$ cat config.mk
export PLATFORM = sky130hd
export DESIGN_NAME = kld_mul
export DESIGN_NICKNAME = d
export VERILOG_FILES = /design/src/rtl/kld_pkg.sv /design/src/rtl/kld_mul.sv
export SDC_FILE = /design/constraint.sdc
export NUM_CORES = 2
export LEC_CHECK = 0
export BUFFER_PORTS_ARGS = -buffer_cell sky130_fd_sc_hd__buf_2
export CAP_MARGIN = 10
export CORE_ASPECT_RATIO = 1.2
export CORE_UTILIZATION = 65
export DETAILED_ROUTE_END_ITERATION = 10
export PLACE_DENSITY = 0.91
export SLEW_MARGIN = 10
export SYNTH_ARGS = -nofsm -noshare
export SYNTH_HDL_FRONTEND = slang
export SYNTH_SLANG_ARGS = --single-unit
$ cat constraint.sdc
create_clock -name vclk -period 13.08
set_clock_uncertainty 0.2 [all_clocks]
set_input_delay 0 -clock vclk [all_inputs]
set_output_delay 0 -clock vclk [all_outputs]
set_load 0.03 [all_outputs]
$ cat src/rtl/kld_pkg.sv
package kld_pkg;

    localparam int LOG_FRAC   = 24;
    localparam int TOTAL_BITS = 48;
    localparam int QUOT_W     = 49;
    localparam int MUL_W      = 32;

    localparam logic [31:0]        LN2_Q32 = 32'd2977044472;
    localparam logic signed [15:0] JAC_ONE = 16'sd4096;

    typedef struct packed {
        logic [16:0]        ref_prob;
        logic [16:0]        warped_prob;
        logic signed [15:0] jacobian;
        logic               in_mask;
        logic [15:0]        timepoint_weight;
        logic               last_of_timepoint;
        logic               last_of_set;
    } kld_in_t;

    typedef struct packed {
        logic signed [47:0] measure_value;
        logic               empty_timepoint;
    } kld_out_t;

    typedef struct packed {
        logic done;
        logic big;
    } kld_div_status_t;

    typedef enum logic [3:0] {
        ST_IDLE,
        ST_LOG_NORM,
        ST_LOG_SQ,
        ST_LN_MUL,
        ST_REF_MUL,
        ST_JAC_MUL,
        ST_ACCUM,
        ST_CLOSE,
        ST_PROD_LO,
        ST_PROD_HI,
        ST_DIV_WAIT,
        ST_CLEAR,
        ST_EMIT
    } kld_state_t;

endpackage

$ cat src/rtl/kld_mul.sv
module kld_mul
    import kld_pkg::*;
(
    input  logic [MUL_W-1:0]   a,
    input  logic [MUL_W-1:0]   b,
    output logic [2*MUL_W-1:0] p
);

    // shared unsigned multiplier, the caller registers the product
    assign p = (2*MUL_W)'(a) * (2*MUL_W)'(b);

endmodule

# Yosys cells after proc, flatten, opt, wreduce, memory -nomap -nowiden
# Index checks and enable logic that the tools add are counted.
[classes] mul=1
[op_table] cell="32-bit by 32-bit multiplier with 64-bit output" n=1
[totals] regBits=0 in_bits=64 output_inout_bits=64 wordCells=1

# Logic depth before layout (Yosys ltp)
[logic_depth] ltp_word=1 mapped_depth=28 depth_no_buf=27

# Least setup slack after synthesis
# No wires, ideal clock.
[synth_path] kind="input to output" start="input a[25]" end="output p[57]" arrival_time_ns=6.936 required_time_ns=12.880 setup_slack_ns=5.944 path_stages=26 path_buffers=2 cell_sequence="clkbuf_1 nand2_1 fa_1 inv_1 fa_1 inv_1 fa_1 inv_1 fa_1 fa_1 inv_1 fa_1 fa_1 fa_1 inv_1 ha_1 clkbuf_1 a21oi_1 o21ai_0 a221o_1 a21oi_1 o22a_1 a21oi_1 a211oi_1 o21ai_0 xor2_1"
[synth_via] elab_chain_cells=1
[synth_lines] item="start: declaration" line_no="kld_mul.sv:4" text="input logic [MUL_W-1:0] a,"
[synth_lines] item="32-bit by 32-bit multiplier with 64-bit output" line_no="kld_mul.sv:10" text="assign p = (2*MUL_W)'(a) * (2*MUL_W)'(b);"
[synth_lines] item="end: declaration" line_no="kld_mul.sv:6" text="output logic [2*MUL_W-1:0] p"
# No other way between the ends.

# Final worst setup path
[layout_path] start="input b[23]" end="output p[57]"
[layout_via] elab_chain_cells=1
[layout_lines] item="start: declaration" line_no="kld_mul.sv:5" text="input logic [MUL_W-1:0] b,"
[layout_lines] item="32-bit by 32-bit multiplier with 64-bit output" line_no="kld_mul.sv:10"
# No other way between the ends.

==> summary.txt <==
Outcome
  • Status: complete, no violations

Route
  • Antenna-violating nets left: 0
  • DRT Pass-1 Iters: 8
  • Routed wire per std cell: 21.9 um
  • Vias: 25600
  • Total Wirelength: 93000 um
  • Iteration-0 DRC count of the detailed router: 2310
  • Vias per inst: 6.03
  • # DRC: 0

GRT
  • GRT met3 Usage: 9.28%
  • Pin count of the biggest net entering global routing: 33
  • GR Overflow Total: 0
  • First-pass GRT wire length: 150000 um
  • Number of global-route vias before repair: 28900
  • GR peak layer: met2
  • Overall Global Routing Usage: 37.5%
  • M1 GR Usage: 39.8%
  • Met2 usage: 61.5%
  • Initial antenna violation count: 6

Run
  • # Max-Cap Violations: 0

Clock tree
  • Post-cts sizing count: 0
  • Hold Buf Count CTS: 0
  • Post-CTS setup buffers: 0

Floorplan
  • Chip Height: 250 um
  • Initial Util: 66.1%
  • Die area: 0.0522 mm^2
  • Std cell rows: 90
  • Core Area: 0.0504 mm^2
  • IO Pins: 128
  • Die W: 209 um

Critical path
  • Critical-path maximum fanout: 32
  • Worst endpoint data arrival time: 8.26 ns
  • Worst Setup Path Type: input port to output pin
  • Critical Path RT: 12.88 ns
  • Critical Path End Type: output pin
  • Worst Setup Start Kind: input port

Timing
  • Max-slew violation count: 0
  • Setup TNS Final: 0 ns
  • Maximum clock rate: 118 MHz
  • WHS: 0.524 ns
  • Slew at the pin with the worst max-slew slack: 1.23 ns
  • Tcrit/Tclk final: 64.7%
  • Final setup violation count: 0
  • Rel. slew slack: 17.3%
  • RSZ-0062 raised after global routing: no
  • Fin crit period: 8.46 ns
  • Final Hold Fails: 0

Layout
  • Post-route design area: 0.0340 mm^2
  • Num sequential: 0
  • Layout cell share with drive strength beyond 1: 4.29%
  • Fin cells: 4256
  • Most frequent cells in the layout: fa_1 (896), inv_1 (869), and2_1 (599)
  • Register area: 0 um^2
  • Nets: 4835
  • Clock buffers: 0
  • Area Overhead vs Synth: 2.00%
  • Most common cell after layout, fill and taps aside: fa_1

Placed design
  • I/O Buffers: 128
  • Area after DPL: 0.0340 mm^2
  • Post-DP HPWL: 72800 um
  • Dpl cells: 4254
  • RD Place Congestion: 0.963

Synth
  • Avg Synthesized Cell Area: 9.02 um^2
  • Synth Cell Area: 0.0333 mm^2
  • Simple-gate share of the synthesized area: 18.1%
  • Xor/xnor cell area share of the yosys netlist: 1.66%
  • Cells after Synth: 3697
  • Library cells used by synthesis: 56
  • Main combinational cell family by area after synthesis: adder cells
  • Syn Nets: 4920
  • Synth Area in Compound Gates: 4.23%
  • Seq/Total Area, Yosys: 0%
  • Mux contribution to synthesized area: 0%
  • Post-Synth Adder-Cell Area: 63.7%
  • Synth Warn #: 0

Worst hold path
  • Worst hold path type: input port to output pin
  • Hold Path Depth: 4
  • Hold Crit Start: a[0]
  • Hold endpoint: p[0]
## Yosys cell counts, types with 4 or more instances
library cell,number,area share (%)
a21boi_0,5,0.11
a21o_1,19,0.43
ha_1,263,9.9
clkbuf_1,214,2.4
o21ai_0,46,0.69
buf_2,6,0.090
fa_1,896,54
and3_1,5,0.094
inv_1,869,9.8
o21a_1,4,0.090
a31oi_1,5,0.094
nand2_1,484,5.5
nand3_1,7,0.11
o221ai_1,4,0.11
a21oi_1,81,1.2
xnor2_1,38,1.0
and2_1,599,11
o21bai_1,14,0.32
xor2_1,25,0.66
nand4_1,24,0.45
nor3_1,5,0.075
nor2b_1,5,0.094
nor2_1,31,0.35
## cell families (layout without fill, tap and decap cells)
logic type,count (synthesis),after routing
AND/OR/NAND/NOR,1171,1171
AO/OA/AOI/OAI,214,214
buffers and inverters,1090,1003
other,0,2
XOR/XNOR,63,63
adder cells (fa/ha/maj),1159,1159
## critical path: stages
cell      delay (ns)
buf_2           0.64
nand2_1         0.18
fa_1            0.57
inv_1           0.05
fa_1            0.49
fa_1            0.53
fa_1            0.92
fa_1            0.56
fa_1            0.39
inv_1           0.09
fa_1            0.43
fa_1            0.49
inv_1           0.05
ha_1            0.40
a21oi_1         0.32
o21ai_0         0.17
a221o_1         0.37
a21oi_1         0.22
o22a_1          0.21
a21oi_1         0.09
a211oi_1        0.49
o21ai_0         0.21
xor2_1          0.15
buf_2           0.21
## metal layers
metal	share of wire, %	wire (um)	vias up
li1	-	-	10500
met1	31	28400	12900
met2	48	44800	1674
met3	10	9340	624
met4	11	10500	8
met5	0.048	45	-
## how the worst max path moves through the flow
| stage | end | startpoint |
|---|---|---|
| global route | p[57] | b[23] |
| finish | p[57] | b[23] |
| CTS | p[58] | a[19] |
| detailed placement | p[58] | a[19] |
| global placement | p[61] | a[15] |
| floorplan | p[57] | a[25] |
## layout make-up
class / count / area (um^2)
multi-input cells: 2607 / 29200
fillers: 3677 / 16400
inverters: 869 / 3260
well taps: 644 / 806
repair buffers: 134 / 686
diodes: 2 / 5.00
## through the flow
step / utilization (%) / setup WS (ns)
final: 67.4 / 4.62
after floorplan: - / 5.94
after detailed placement: 67.4 / 4.99
after global placement: 67.4 / 5.18
after CTS: 67.4 / 4.96
after global routing: 67.4 / 4.40
Power is left out: the tool's default activity adds up to more than one toggle a clock period on the data nets, which glitch-free logic cannot reach.
