<file path="config.mk">
export PLATFORM = sky130hd
export DESIGN_NAME = kld_div
export DESIGN_NICKNAME = d
export VERILOG_FILES = /design/src/rtl/kld_pkg.sv /design/src/rtl/kld_div.sv
export SDC_FILE = /design/constraint.sdc
export NUM_CORES = 1
export LEC_CHECK = 0
export BUFFER_PORTS_ARGS = -buffer_cell sky130_fd_sc_hd__buf_2
export CAP_MARGIN = 20
export CORE_UTILIZATION = 55
export CTS_BUF_LIST = sky130_fd_sc_hd__clkbuf_8 sky130_fd_sc_hd__clkbuf_16
export CTS_CLUSTER_SIZE = 14
export DETAILED_ROUTE_END_ITERATION = 8
export PLACE_DENSITY_LB_ADDON = 0.08
export SLEW_MARGIN = 0
export SYNTH_ARGS = -nofsm -noshare
export SYNTH_HDL_FRONTEND = slang
export SYNTH_SLANG_ARGS = --single-unit
</file>
<file path="constraint.sdc">
create_clock -name clk -period 6.4 [get_ports clk]
set_input_delay 1.28 -clock clk [delete_from_list [all_inputs] [get_ports clk]]
set_output_delay 1.28 -clock clk [all_outputs]
set_load 0.005 [all_outputs]
</file>
<file path="src/rtl/kld_pkg.sv">
package kld_pkg;

    localparam int LOG_FRAC   = 24;
    localparam int TOTAL_BITS = 48;
    localparam int QUOT_W     = 49;
    localparam int MUL_W      = 32;

    localparam logic [31:0]        LN2_Q32 = 32'd2977044472;
    localparam logic signed [15:0] JAC_ONE = 16'sd4096;

    typedef struct packed {
        logic [16:0]        ref_prob;
        logic [16:0]        warped_prob;
        logic signed [15:0] jacobian;
        logic               in_mask;
        logic [15:0]        timepoint_weight;
        logic               last_of_timepoint;
        logic               last_of_set;
    } kld_in_t;

    typedef struct packed {
        logic signed [47:0] measure_value;
        logic               empty_timepoint;
    } kld_out_t;

    typedef struct packed {
        logic done;
        logic big;
    } kld_div_status_t;

    typedef enum logic [3:0] {
        ST_IDLE,
        ST_LOG_NORM,
        ST_LOG_SQ,
        ST_LN_MUL,
        ST_REF_MUL,
        ST_JAC_MUL,
        ST_ACCUM,
        ST_CLOSE,
        ST_PROD_LO,
        ST_PROD_HI,
        ST_DIV_WAIT,
        ST_CLEAR,
        ST_EMIT
    } kld_state_t;

endpackage

</file>
<file path="src/rtl/kld_div.sv">
module kld_div
    import kld_pkg::*;
#(
    parameter int DVD_W = 76,
    parameter int DVS_W = 40
)
(
    input  logic                 clk,
    input  logic                 rst_n,
    input  logic                 start,
    input  logic [DVD_W-1:0]     dividend,
    input  logic [DVS_W-1:0]     divisor,
    output kld_div_status_t      status,
    output logic [QUOT_W-1:0]    quot
);

    localparam int CW = $clog2(DVD_W + 1);

    logic [DVD_W-1:0]  dvd_reg, dvd_next;
    logic [DVS_W-1:0]  dvs_reg, dvs_next;
    logic [DVS_W-1:0]  rem_reg, rem_next;
    logic [QUOT_W-1:0] q_reg, q_next;
    logic              big_reg, big_next;
    logic [CW-1:0]     cnt_reg, cnt_next;
    logic              busy_reg, busy_next;
    logic              done_reg, done_next;
    logic [DVS_W:0]    rem_sh;
    logic              fits;

    always_comb
    begin
        rem_sh    = {rem_reg, dvd_reg[DVD_W-1]};
        fits      = rem_sh >= {1'b0, dvs_reg};
        dvd_next  = dvd_reg;
        dvs_next  = dvs_reg;
        rem_next  = rem_reg;
        q_next    = q_reg;
        big_next  = big_reg;
        cnt_next  = cnt_reg;
        busy_next = busy_reg;
        done_next = 1'b0;
        if (start)
        begin
            dvd_next  = dividend;
            dvs_next  = divisor;
            rem_next  = '0;
            q_next    = '0;
            big_next  = 1'b0;
            cnt_next  = CW'(DVD_W);
            busy_next = 1'b1;
        end
        else if (busy_reg)
        begin
            dvd_next = dvd_reg << 1;
            rem_next = fits ? DVS_W'(rem_sh - {1'b0, dvs_reg}) : rem_sh[DVS_W-1:0];
            // quotient beyond the output range only needs to be remembered
            big_next = big_reg | q_reg[QUOT_W-1];
            q_next   = {q_reg[QUOT_W-2:0], fits};
            cnt_next = cnt_reg - CW'(1);
            if (cnt_reg == CW'(1))
            begin
                busy_next = 1'b0;
                done_next = 1'b1;
            end
        end
    end

    always_ff @(posedge clk or negedge rst_n)
    begin
        if (!rst_n)
        begin
            busy_reg <= 1'b0;
            done_reg <= 1'b0;
            cnt_reg  <= '0;
        end
        else
        begin
            busy_reg <= busy_next;
            done_reg <= done_next;
            cnt_reg  <= cnt_next;
        end
    end

    always_ff @(posedge clk)
    begin
        dvd_reg <= dvd_next;
        dvs_reg <= dvs_next;
        rem_reg <= rem_next;
        q_reg   <= q_next;
        big_reg <= big_next;
    end

    assign status = '{done: done_reg, big: big_reg};
    assign quot   = q_reg;

endmodule
</file>
* Word-level counts from Yosys, hierarchy flattened
Cells that the tools add are included.
Storage, ports and cells: register bits 215, output and inout bits 51
Operators by class: add/sub/neg operators 2, $lt $le $gt $ge 1, eq/ne operators 1, multiplexer cells 11, bitwise gates (word level) 1, reductions and logical operators 1
Operators with widths (number):
- two-way mux 76 bit | 2
- greater-or-equal comparator 41 x 40 -> 1 bit | 1
- two-way mux 40 bit | 1
- subtractor 40 bit | 1
- two-way mux 7 bit | 2
- == test 7 x 1 -> 1 bit, second input constant | 1
- subtractor 7 x 1 -> 7 bit, second input constant | 1
- two-way mux 1 bit | 6
- nonzero test 2 bit | 1
- bitwise OR 1 bit | 1

* Longest topological paths before layout
Gate-level depths: netlist of run 1.
depth in word-level cells 4, gate-level depth with buffers 14

* Worst setup path before layout of run 1
Ideal clock, no wire load.
path type input -> register, start input start, end register dvd_reg[0], enable pin, setup time 0.401 ns, arrival 3.065 ns, data required time 5.999 ns, path slack 2.934 ns, stages 4, cell sequence clkbuf_1 -> clkbuf_1 -> clkbuf_1 -> or2_2
Between the ends: cells in the longest elaborated chain, start to end 1
Ends and longest elaborated chain:
- start, declared | RTL line kld_div.sv:10 | input logic start,
- nonzero test 2 bit (no line)
- end signal, assigned | RTL line kld_div.sv:86 | dvd_reg <= dvd_next;
- end, declared | RTL line kld_div.sv:19 | logic [DVD_W-1:0] dvd_reg, dvd_next;
Every way passes these cells. A chain may end at the register's enable or synchronous reset.

* Worst setup path in the final report of run 1
start register dvs_reg[16], end register rem_reg[28]
Between the ends: cells in the longest elaborated chain, start to end 2, elaborated cells on any way between the ends 3, classes of those cells 1 x add/sub; 1 x order compare; 1 x mux
Ends and longest elaborated chain:
- start, declared | RTL line kld_div.sv:20 | logic [DVS_W-1:0] dvs_reg, dvs_next;
- start signal, assigned | RTL line kld_div.sv:87 | dvs_reg <= dvs_next;
- subtractor 40 bit or greater-or-equal comparator 41 x 40 -> 1 bit (tied branches) | RTL line kld_div.sv:55, kld_div.sv:33
- two-way mux 40 bit * | RTL line kld_div.sv:55 | rem_next = fits ? DVS_W'(rem_sh - {1'b0, dvs_reg}) : rem_sh[DVS_W-1:0];
- end signal, assigned | RTL line kld_div.sv:88 | rem_reg <= rem_next;
- end, declared | RTL line kld_div.sv:21 | logic [DVS_W-1:0] rem_reg, rem_next;
Every way passes the cells marked *; elsewhere a longest branch is shown, timed or not.

==> impl_metrics.toml, run 1 <==
[status]
outcome = "complete, no violations"

[worst_hold_path]
hold_path.class = "flip-flop to flip-flop"
hp-start = "big_reg$_SDFFE_PP0P_"
min_path_cells = 2

[sta]
finalSetupViolations = 0
rsz0062_at_grt = "false"
slew_viol_final = 0
setup_tns_ps = 0
period_share = 0.615
max_slew_margin = 0.350
hold_viol_final = 0
max_freq_mhz = 254
tightest_slew_ps = 975
clock_skew_ps = 7.52
period_minus_slack_ps = 3940

[placement]
gp_congestion = 0.824
dp.cells = 1344
dpl.hpwl_um = 13700
portBuffers = 169

[setup_path]
reg2regPathDepth = 13
cp_cell_sequence = "inv_1 > ha_1 > a21o_1 > a31oi_1 > nand2_1 > a21o_1 > a221oi_2 > a21oi_2 > o21ai_4 > buf_4 > mux2_2 > mux2i_1 > nor2_1"
start_kind = "flip-flop"
r2r_start = "dvs_reg[16]$_DFFE_PP_"
rrSetupSlack_ps = 2460
rr_endpoint = "rem_reg[28]$_SDFFE_PP0P_"
slowest_delay_ps = 620
criticalPathCategory = "flip-flop to flip-flop"
crit_required_ps = 6750
timing.critical_path.mode_cell = "a21o_1"
path_max_fanout = 44
cp-endpoint = "rem_reg[28]$_SDFFE_PP0P_"
crit_arrival_ps = 4290
end_kind = "flip-flop"
slowest_stage = "o21ai_4"
cp-startpoint = "dvs_reg[16]$_DFFE_PP_"

[final_layout]
synthToLayoutAreaGrowth_pct = 16.1
drive_gt1_frac = 0.269
largest_reg_flops = 76
nets = 1272
final_cells = 1389

[global_routing]
grt_usage = 0.206
grt_max_degree = 93
grt_first_pass_wirelength_um = 33800
grt_pass1_vias = 7122
gr-total-overflow = 0
antenna_found_initial = 3

[floorplan]
fp.dieH_um = 141
row_count = 50
ios = 170
initial_core_util = 0.564
die_width_um = 141
die-area_um2 = 19900
core-area_um2 = 18800

[route]
antenna_left = 0
vias = 7391
drc = 0
drt-total-wl_um = 20500
avgViaCountPerCell = 5.32
wl_per_cell_um = 14.8
drtIter0Drc = 328
drtPass1Iterations = 4

[yosys]
yosys_warnings = 0
ys.flop_type = "edfxtp_1"
avgSynthCellArea_um2 = 11.0
ys_types = 63
synth_seq_cells = 215
syn_nets = 1124
syn-cell-area_um2 = 10600
yosysSeqAreaShare = 0.519
synth-async-reset-ratio = 0.0419
synth_edf_count = 116
postSynthCellCount = 962

[cts]
post_cts_resized = 0
ctsHtreeMaxLevel = 1
cts.sinks = 215
hold_buffers = 0
cts_buffers = 24
post-cts-setup-buffers = 0
root_buffer = "clkbuf_16"
cts_tree = "done"
clockBufferDepth = 3
clkLatencyLatePin_ps = 500
clkTransAtPathRegs_ps = 60

[pwr]
p_comb_frac = 0.079
swShare = 0.219
power_density_nw_per_um2 = 246
p_seq_frac = 0.516
vdd_drop_max_mv = 0.196
p_switching_mw = 0.664
internal_power_mw = 2.37
p_leak_nw = 5.80
pwr-share-clk = 0.406

[job]
maxCapViolCount = 0
## power groups by stage
stage	Combinational [mW]	Sequential (mW)	Clock, mW
floorplan	0.168	1.59	0
global placement	0.233	1.59	0
detailed placement	0.239	1.59	0
CTS	0.241	1.57	1.27
global route	0.266	1.58	1.33
finish	0.239	1.57	1.23
## worst max-delay path: cells and delay by family (launching register included)
family,cells,cell delay [ps]
mux,2,520
compound gates,6,1820
fa+ha+maj,1,390
buf+inv,2,580
simple gates,2,120
flops,1,320
## cells in the mapped netlist, drive strengths merged, types with 7 or more instances
master    n  area [µm²]
a21oi    71         367
nor3      7        35.0
nand2b   10        62.6
buf      13        80.1
edfxtp  116        3480
and3     14        87.6
nand2    30         113
mux2i    58         581
mux2     77         867
a21o     18         135
o21ai    24         143
clkbuf   39         146
a31oi     8        56.3
xnor2    23         201
ha       42         526
inv      49         184
xor2     18         158
nor2b    10        62.6
dfxtp    90        1800
dfrtp     9         225
a211oi   38         298
nor2    136         510
## final cells by class
class	instances	area, µm²
fillers	1550	6500
flip-flops and latches	215	5510
multi-input cells	646	4700
repair buffers	174	890
clock buffers	26	639
well taps	260	325
inverters	49	184
clock inverters	17	72.6
diodes	2	5.00
## cell usage in the layout (no fill, tap or decap), types with 3 or more instances in the layout
cell type	instances
clkinv_2	7
buf_2	168
mux2i_1	58
a31oi_1	7
xor2_1	18
a21oi_2	3
inv_1	54
nand2_1	30
buf_4	5
a21oi_1	68
nor3_1	7
xnor2_1	23
clkbuf_16	25
o21ai_2	3
nor2_1	136
edfxtp_1	116
clkinv_1	5
o31ai_1	3
a311oi_1	3
or2_2	3
nor2b_1	10
o21ai_0	19
dfxtp_1	90
and4_1	4
and2_1	5
nor4_1	4
a211oi_1	37
ha_1	42
dfrtp_1	8
mux2_2	77
and3_1	14
nand4_1	5
a21o_1	18
nand2b_1	10
nand3_1	5
o21bai_1	4
## routing by layer
layer  vias up  share of wire  GRT usage
met1      3466           0.46      0.274
met2       149           0.46      0.336
met4         0          0.010     0.0435
li1       3761              -          -
met5         -              0          0
met3        15          0.067     0.0605
## kinds of logic after synthesis
family | after synthesis | synth area share
multiplexers | 135 | 0.136
buffers and inverters | 101 | 0.0386
adder cells (fa/ha/maj) | 43 | 0.0513
XOR/XNOR | 41 | 0.0338
AO/OA/AOI/OAI | 187 | 0.118
AND/OR/NAND/NOR | 240 | 0.104
flip-flops | 215 | 0.519
## worst min path at each step
stage / to / slack (ps)
3_5_place_dp: big_reg$_SDFFE_PP0P_ / 460
6_report: big_reg$_SDFFE_PP0P_ / 480
5_1_grt: rem_reg[1]$_SDFFE_PP0P_ / 530
2_1_floorplan: big_reg$_SDFFE_PP0P_ / 440
3_3_place_gp: big_reg$_SDFFE_PP0P_ / 450
4_1_cts: big_reg$_SDFFE_PP0P_ / 480
## stage by stage
stage	total power, mW	cell area (µm²)	hold WS, ps	setup WS (ps)	utilization
3_3_place_gp	1.83	11600	447	2560	0.617
3_5_place_dp	1.83	11600	463	2460	0.617
5_1_grt	3.17	12300	529	2190	0.655
2_1_floorplan	1.75	10600	438	2930	-
4_1_cts	3.08	12300	476	2440	0.655
6_report	3.04	12300	480	2460	0.655
No activity file was read; power rests on OpenSTA's default activity.
==> run 2, diff against run 1 <==
==> constraint.sdc (replaced) <==
create_clock -name clk -period 3.8 [get_ports clk]
set_input_delay 0.76 -clock clk [delete_from_list [all_inputs] [get_ports clk]]
set_output_delay 0.76 -clock clk [all_outputs]
set_load 0.005 [all_outputs]
==> run 2 against run 1 <==
  * Cell area increased by 0.90%
  * Hold slack got worse by 400 ps
  * First-iteration DRC count decreased by 19%
  * Critical path depth decreased by 1
  * Sequential power increased by 68%
  * Wire length decreased by 1.3%
  * Critical path type unchanged
  * Critical endpoint is now rem_reg[38]$_SDFFE_PP0P_
  * Highest routed layer unchanged
==> impl_metrics.toml, run 2 (synthesis results as in run 1) <==
[status]
outcome = "complete, no violations"

[sta]
rsz0062_at_grt = "false"
max_freq_mhz = 306
period_share = 0.861
slew_viol_final = 0
tightest_slew_ps = 739
finalSetupViolations = 0
hold_viol_final = 0
layout_setup_ws_ps = 528
setup_tns_ps = 0
clock_skew_ps = 10.5
period_minus_slack_ps = 3270
max_slew_margin = 0.507

[setup_path]
criticalPathCategory = "flip-flop to flip-flop"
crit_arrival_ps = 3690
rr_endpoint = "rem_reg[38]$_SDFFE_PP0P_"
end_kind = "flip-flop"
reg2regPathDepth = 12
path_max_fanout = 4
rrSetupSlack_ps = 530
start_kind = "flip-flop"
cp-startpoint = "dvs_reg[0]$_DFFE_PP_"
r2r_start = "dvs_reg[0]$_DFFE_PP_"
crit_required_ps = 4220

[placement]
portBuffers = 169
dp_slack_ps = 547
dpl.hpwl_um = 13800
gp_congestion = 0.833
dp.cells = 1347

[final_layout]
synthToLayoutAreaGrowth_pct = 17.1
nFillCells = 1532
utilization = 0.661
nets = 1275
final_cells = 1393
final_common_cell = "buf_2"
largest_reg_flops = 76
drive_gt1_frac = 0.272
final_cell_mix = "buf_2 (168), nor2_1 (136), edfxtp_1 (116), dfxtp_1 (90), mux2_2 (77)"

[cts]
clkTransAtPathRegs_ps = 70
ctsHtreeMaxLevel = 1
cts.sinks = 215
clockBufferDepth = 3
cts_buffers = 24
post-cts-setup-buffers = 0
clkLatencyLatePin_ps = 520
cts_tree = "done"
post_cts_resized = 0
root_buffer = "clkbuf_16"
hold_buffers = 0

[floorplan]
row_count = 50
ios = 170
die-area_um2 = 19900
initial_core_util = 0.564
fp.dieH_um = 141
die_width_um = 141
core-area_um2 = 18800

[route]
wl_per_cell_um = 14.5
drt-total-wl_um = 20200
vias = 7333
drtPass1Iterations = 5
avgViaCountPerCell = 5.26
drc = 0
antenna_left = 0
drtIter0Drc = 265

[pwr]
fin_total_pwr_mw = 5.22
p_leak_nw = 5.85
vdd_drop_max_mv = 0.316
power_density_nw_per_um2 = 419

[global_routing]
grt_use_met3 = 0.0567
grt_busiest_layer = "met2"
grt_first_pass_wirelength_um = 33800
grtUsageMet2 = 0.327
grt_pass1_vias = 7050
antenna_found_initial = 2
grt_max_degree = 66
met1_usage = 0.284
gr-total-overflow = 0
grt_usage = 0.207

[worst_hold_path]
hold_path.class = "primary input to async pin"

[job]
maxCapViolCount = 0
run 2: changes by cell type in the layout (fill, tap and decap cells not counted), moves of 2 or more:
cell / change
clkinv_2: -2
buf_12: +3
clkinv_1: -3
inv_1: +2
run 2: metrics by stage:
step | hold WS [ps] | instance area (µm²)
after detailed placement | 455 | 11700
final | 82.8 | 12400
after floorplan | 438 | 10600
after global routing | 79.0 | 12400
after global placement | 446 | 11700
after CTS | 72.5 | 12400
run 2: critical path, cell delays in order, from the launching register on:
cell	delay, ps
edfxtp_1	390
ha_1	220
fa_1	400
nor2b_1	210
o31ai_1	120
a21boi_0	320
o21ai_0	210
a21oi_1	430
a21oi_1	200
o21ai_0	190
a21oi_1	100
xor2_1	150
o41ai_1	240
run 2: layout make-up:
type / instances / area, µm² / share of cell area
flip-flops and latches: 215 / 5510 / 0.443
repair buffers: 177 / 950 / 0.0763
clock inverters: 18 / 135 / 0.0109
multi-input cells: 646 / 4700 / 0.378
clock buffers: 26 / 628 / 0.0505
diodes: 2 / 5.00 / 0.000402
inverters: 49 / 184 / 0.0148
well taps: 260 / 325 / 0.0261
run 2: worst max path at each step:
stage               depth (start not counted)  slack [ps]                       end
finish                                     12         530  rem_reg[38]$_SDFFE_PP0P_
global route                               12         200  rem_reg[32]$_SDFFE_PP0P_
CTS                                        12         520  rem_reg[33]$_SDFFE_PP0P_
detailed placement                         12         550  rem_reg[38]$_SDFFE_PP0P_
global placement                           13         580  rem_reg[14]$_SDFFE_PP0P_
floorplan                                   4         850  dvd_reg[0]$_SDFFCE_PN0P_
run 2: metal layers:
layer | up-vias | part of all wire
met1 | 3403 | 0.46
met4 | 0 | 0.016
met3 | 20 | 0.065
met2 | 146 | 0.46
met5 | - | 0
li1 | 3764 | -
run 2: report_power, final:
part | total (mW) | switching (mW) | internal (mW)
clock | 2.17 | 0.911 | 1.26
combinational | 0.404 | 0.201 | 0.203
sequential | 2.64 | 0.0451 | 2.60
total | 5.22 | 1.16 | 4.06
